**config.mk**
```make
export PLATFORM = sky130hd
export DESIGN_NAME = slc_ctrl
export DESIGN_NICKNAME = d
export VERILOG_FILES = /design/src/hdl/slc_pkg.sv /design/src/hdl/slc_ctrl.sv
export SDC_FILE = /design/constraint.sdc
export NUM_CORES = 1
export LEC_CHECK = 0
export BUFFER_PORTS_ARGS = -buffer_cell sky130_fd_sc_hd__buf_2
export CORE_AREA = 5 5 42 44
export DETAILED_ROUTE_END_ITERATION = 8
export DIE_AREA = 0 0 47 49
export PLACE_DENSITY = 0.46
export SYNTH_ARGS = -nofsm -noshare
export SYNTH_HDL_FRONTEND = slang
export SYNTH_SLANG_ARGS = --single-unit
export TNS_END_PERCENT = 5
```
**constraint.sdc**
```tcl
create_clock -name clk -period 2.79 [get_ports clk]
set_input_delay 0.558 -clock clk [delete_from_list [all_inputs] [get_ports clk]]
set_output_delay 0.558 -clock clk [all_outputs]
set_load 0.05 [all_outputs]
```
**src/hdl/slc_pkg.sv**
```systemverilog
// ----------------------------------------------------------------------------
// slc_pkg
// Shared types and constants of the sprite line cache and pixel renderer.
// ----------------------------------------------------------------------------
package slc_pkg;

	typedef enum logic [2:0] {
		OP_SPRITE_WR = 3'd0,
		OP_CHAR_WR   = 3'd1,
		OP_PAL_WR    = 3'd2,
		OP_COLOR_WR  = 3'd3,
		OP_CACHE     = 3'd4,
		OP_RENDER    = 3'd5,
		OP_NOP6      = 3'd6,
		OP_NOP7      = 3'd7
	} op_t;

	typedef enum logic [2:0] {
		ST_IDLE,
		ST_CACHE,
		ST_RENDER,
		ST_LOOKUP,
		ST_COLOR,
		ST_DONE
	} state_t;

	localparam int REG_SCROLL_H   = 0;
	localparam int REG_SCROLL_V   = 1;
	localparam int REG_COLOR_MDL  = 2;
	localparam int REG_COMPAT     = 3;
	localparam int REG_COMPAT_BS  = 4;
	localparam int REG_NATIVE_BS  = 5;

	// sprite entry: chr 9, hoff 8, voff 8, prio 2, flags 4, pal 1, code 4
	typedef struct packed {
		logic [8:0] chr;
		logic [7:0] hoff;
		logic [7:0] voff;
		logic [1:0] prio;
		logic [3:0] flags;
		logic       pal;
		logic [3:0] code;
	} sprite_t;

	// cached tile: x 8, y 3, chr 9, prio 2, pal 1, hflip 1, code 4
	typedef struct packed {
		logic [7:0] x;
		logic [2:0] y;
		logic [8:0] chr;
		logic [1:0] prio;
		logic       pal;
		logic       hflip;
		logic [3:0] code;
	} tile_t;

	typedef struct packed {
		logic start_cache;   // clear counters and begin sprite walk
		logic cache_step;    // consume sprite read data
		logic start_render;  // clear tile index
		logic render_step;   // examine tile read data
		logic lookup_step;   // use char row data
		logic color_step;    // capture palette/color
		logic out_load;      // present result
	} cmd_t;

	typedef struct packed {
		logic walk_last;     // final sprite data is on the read port
		logic tile_none;     // no more tiles to check
		logic tile_cover;    // current tile covers the column
		logic pix_nz;        // char pixel opaque
	} sts_t;

endpackage

```
**src/hdl/slc_ctrl.sv**
```systemverilog
// ----------------------------------------------------------------------------
// slc_ctrl
// Sequencer for cache walk and pixel scan.
// ----------------------------------------------------------------------------
module slc_ctrl (
	input  logic           clk,
	input  logic           arst_n,
	input  logic           start_cache,
	input  logic           start_render,
	input  slc_pkg::sts_t  sts,
	input  logic           out_free,
	output slc_pkg::cmd_t  cmd,
	output logic           busy
);
	import slc_pkg::*;

	state_t state_q, state_d;

	always_ff @(posedge clk or negedge arst_n) begin
		if (!arst_n) state_q <= ST_IDLE;
		else state_q <= state_d;
	end

	always_comb begin
		state_d = state_q;
		cmd = '0;
		busy = (state_q != ST_IDLE);
		case (state_q)
			ST_IDLE: begin
				if (start_cache) begin
					cmd.start_cache = 1'b1;
					state_d = ST_CACHE;
				end else if (start_render) begin
					cmd.start_render = 1'b1;
					state_d = ST_RENDER;
				end
			end
			ST_CACHE: begin
				cmd.cache_step = 1'b1;
				if (sts.walk_last) state_d = ST_IDLE;
			end
			ST_RENDER: begin
				if (sts.tile_none) state_d = ST_DONE;
				else begin
					cmd.render_step = 1'b1;
					if (sts.tile_cover) state_d = ST_LOOKUP;
				end
			end
			ST_LOOKUP: begin
				cmd.lookup_step = 1'b1;
				state_d = sts.pix_nz ? ST_COLOR : ST_RENDER;
			end
			ST_COLOR: begin
				cmd.color_step = 1'b1;
				state_d = ST_DONE;
			end
			ST_DONE: begin
				if (out_free) begin
					cmd.out_load = 1'b1;
					state_d = ST_IDLE;
				end
			end
			default: state_d = ST_IDLE;
		endcase
	end
endmodule

```
# Word level (Yosys, flattened, before mapping)
# Cells that the tools add are included.
# word_totals
wordCells	33
out_inout_bits	8
inputBits	9
reg_bits	3
# op_classes
reduce_logical	3
muxes	20
eq_ne	9
# op_table
operator	count
3-bit two-way mux	7
3-bit one-hot mux with 6 select lines	1
1-bit two-way mux	12
3-bit by 2-bit == test with 1-bit output, second input constant	2
3-bit == test, second input constant	2
3-bit != test, second input constant	2
2-bit != test, second input constant	2
4-bit AND reduction	1
3-bit by 1-bit == test with 1-bit output, second input constant	1
3-bit zero test	1
3-bit nonzero test	1

# Logic depth before layout (Yosys ltp)
# depth
ltp_word	3
depth_mapped	4
mapped_depth_nobuf	3

# Least setup slack after synthesis
# Ideal clock, no wire load.
# synth_timing
path_type	reg2out
from	register state_q[0]
to	output port cmd[5] (netlist bit)
path_buffers	1
path_slack_ns	0.415
t_arrival_ns	1.817
t_required_ns	2.232
path_stages_with_launch	3
cell_sequence	dfrtp_1 > clkbuf_1 > nor3b_1
# synth_rtl
item	line_no	source
start: declaration	slc_ctrl.sv:17	state_t state_q, state_d;
start signal: assignment	slc_ctrl.sv:21	else state_q <= state_d;
end: declaration	slc_ctrl.sv:12	output slc_pkg::cmd_t cmd,

==> metrics <==
maximum vdd drop 506.7 uV; Slew Viols, Final 0; TritonCTS clock tree built; final core utilization 0.2786; hpwl dp 543.4 um; CP arrival 1.63 ns; Sinks on Clock Net 3; number of global-route vias before repair 315; synth warn 0; worst setup path startpoint state_q[0]; Seq/Total Area, Yosys 0.2586; Cell Pwr Density 1232 nW/um^2; status finished clean; Max-Slew Margin vs Limit 0.7563; final wirelength 727 um; leakage power 0.0001946 uW; Die ar. 2303 um^2; final setup vio count 0; fraction of layout instances using a drive strength above 1 0.4423; Max-Cap Viols 0; worst-skew pair later-pin latency 0.23 ns; FMAX 457.3 MHz; post-synthesis simple-gate area fraction 0.3664; Worst Tran Pin Value 0.3656 ns; syn avg cell area 8.294 um^2; RSZ-0062 raised after global routing false; Final #Nets 62; Area growth syn-to-layout 34.48%; reg2reg start state_q[2]; Largest Register state_q; setup ws final 0.6032 ns; Post-DP Area 364.1 um^2; total gr overflow 0; Worst R2R Setup Slack 1.58 ns; final period utilization 0.7838; chip height 49 um; Worst Skew 0.002525 ns; initial antenna violation count 0; Post-CTS Hold Fix Bufs 0; vias per cell 4.338; overall routing resource usage 0.07541; R2R cell count 3; diode count 0; CP required 2.23 ns; CP Capture Type output port; first-pass GRT wire length 1283 um; largest family of logic cells by synthesized area simple AND/OR/NAND/NOR gates; biggest regs state_q: 3 flops; via count 295; clock-pin slew on the worst setup and hold paths 0.04 ns; Reg2Reg Capture Point state_q[0]; Mapped Area 290.3 um^2; DR DRC count 0; final hold violations 0; Compound-Gate Fraction of Synth Area 0.1853; maximum number of pins on one net before global-route repair 15; element type at the critical path start flop; synthesized-area fraction occupied by adder cells 0; io pins 17; initial DRC count 9; CTS Buf Count 3; largest buffer count on any clock path 2; Setup TNS 0 ns; Largest register FFs 3; FILL cells 169; PortBufs 16; FP Rows 14; Mapped Cells 35; crit path time final 2.187 ns; Yosys cell types 23; Tightest Hold Check Type in -> async; Syn Nets 44; Avg WL per Cell 10.69 um; Routed Antenna Nets 0; DR pass1 iterations 2; Die Wd 47 um; Initial Utilization 0.2071; XOR/XNOR Fraction of Synth Area 0; htree depth 1; multiplexer share of the synthesized area 0.07328; Crit Path Max Fanout 14; Tot Pwr 480.8 uW; dpl ws 0.8433 ns; post-cts sizing count 0; core box area 1401 um^2; clock root buffer clkbuf_4; Final Instance Area 390.4 um^2; Seq cells post-synth 3; CP Class reg -> out; GPL Wtd Cong 0.6882; postcts setup bufs 0
-- layout make-up --
class / count / area (um^2) / share of cell area
Timing Repair Buffer: 16 / 80.08 / 0.2051
Sequential cell: 3 / 75.07 / 0.1923
Inverter: 2 / 7.507 / 0.01923
Multi-Input combinational cell: 27 / 181.4 / 0.4647
Tap cell: 16 / 20.02 / 0.05128
Clock buffer: 4 / 26.28 / 0.06731
-- worst max-delay path, stage by stage (launching register included) --
cell and delay [ns]:
dfrtp_1 0.50, or3_4 0.45, nor3b_2 0.17, buf_2 0.28
-- cells in the mapped netlist --
| library cell | number | area (um^2) |
|---|---|---|
| or2b_1 | 1 | 7.510 |
| inv_1 | 2 | 7.510 |
| o21a_1 | 1 | 7.510 |
| and2_1 | 1 | 6.260 |
| buf_6 | 2 | 22.52 |
| nor2_1 | 4 | 15.01 |
| o22ai_1 | 1 | 6.260 |
| or3_4 | 1 | 11.26 |
| nor3_1 | 2 | 10.01 |
| o221ai_1 | 1 | 8.760 |
| mux2_2 | 1 | 11.26 |
| a21oi_1 | 3 | 15.01 |
| nand3_1 | 1 | 5.000 |
| nor3b_2 | 1 | 12.51 |
| o221a_2 | 1 | 11.26 |
| clkbuf_1 | 1 | 3.750 |
| mux2i_1 | 1 | 10.01 |
| nor3b_1 | 1 | 7.510 |
| and3_1 | 1 | 6.260 |
| nand2b_1 | 2 | 12.51 |
| o21ai_0 | 1 | 5.000 |
| nor2b_1 | 2 | 12.51 |
| dfrtp_1 | 3 | 75.07 |
-- how the worst max path moves through the flow --
stage                  end  cells past startpoint
floorplan           cmd[5]                      2
global placement    cmd[4]                      3
CTS                 cmd[4]                      3
global route        cmd[4]                      3
detailed placement  cmd[4]                      3
finish              cmd[4]                      3
-- stage by stage --
step                      cells  hold WS [ns]
after floorplan              35        0.2624
after global placement       64        0.3570
after detailed placement     64        0.3573
after CTS                    68        0.1101
after global routing         68        0.1075
final                        68        0.1131
-- cell families after synthesis --
logic type | Yosys count
mux | 2
simple gates | 17
buf+inv | 5
flops | 3
compound gates | 8
-- metal layers --
metal	vias to the layer above	routed length [um]	track usage
li1	156	-	-
met1	129	360	0.09471
met2	10	305	0.1063
met3	0	61	0.06273
met4	0	0	0
met5	-	0	0
-- where the power goes --
group / switching, uW / internal, uW
sequential: 52.3 / 62.3
clock: 23.1 / 53.6
combinational: 189 / 100
-- layout by cell type (no fill, tap or decap) --
cell type | synthesis | final
a21oi_1 | 3 | 3
and2_1 | 1 | 1
and3_1 | 1 | 1
buf_2 | 0 | 16
clkbuf_1 | 1 | 1
clkbuf_4 | 0 | 3
dfrtp_1 | 3 | 3
inv_1 | 2 | 2
mux2_2 | 1 | 1
mux2i_1 | 1 | 1
nand2b_1 | 2 | 2
nand3_1 | 1 | 1
nor2_1 | 4 | 4
nor2b_1 | 2 | 2
nor3_1 | 2 | 2
nor3b_1 | 1 | 1
nor3b_2 | 1 | 1
o21a_1 | 1 | 1
o21ai_0 | 1 | 1
o221a_2 | 1 | 1
o221ai_1 | 1 | 1
o22ai_1 | 1 | 1
or2b_1 | 1 | 1
or3_4 | 1 | 1
Power figures use the tool's default switching activity.
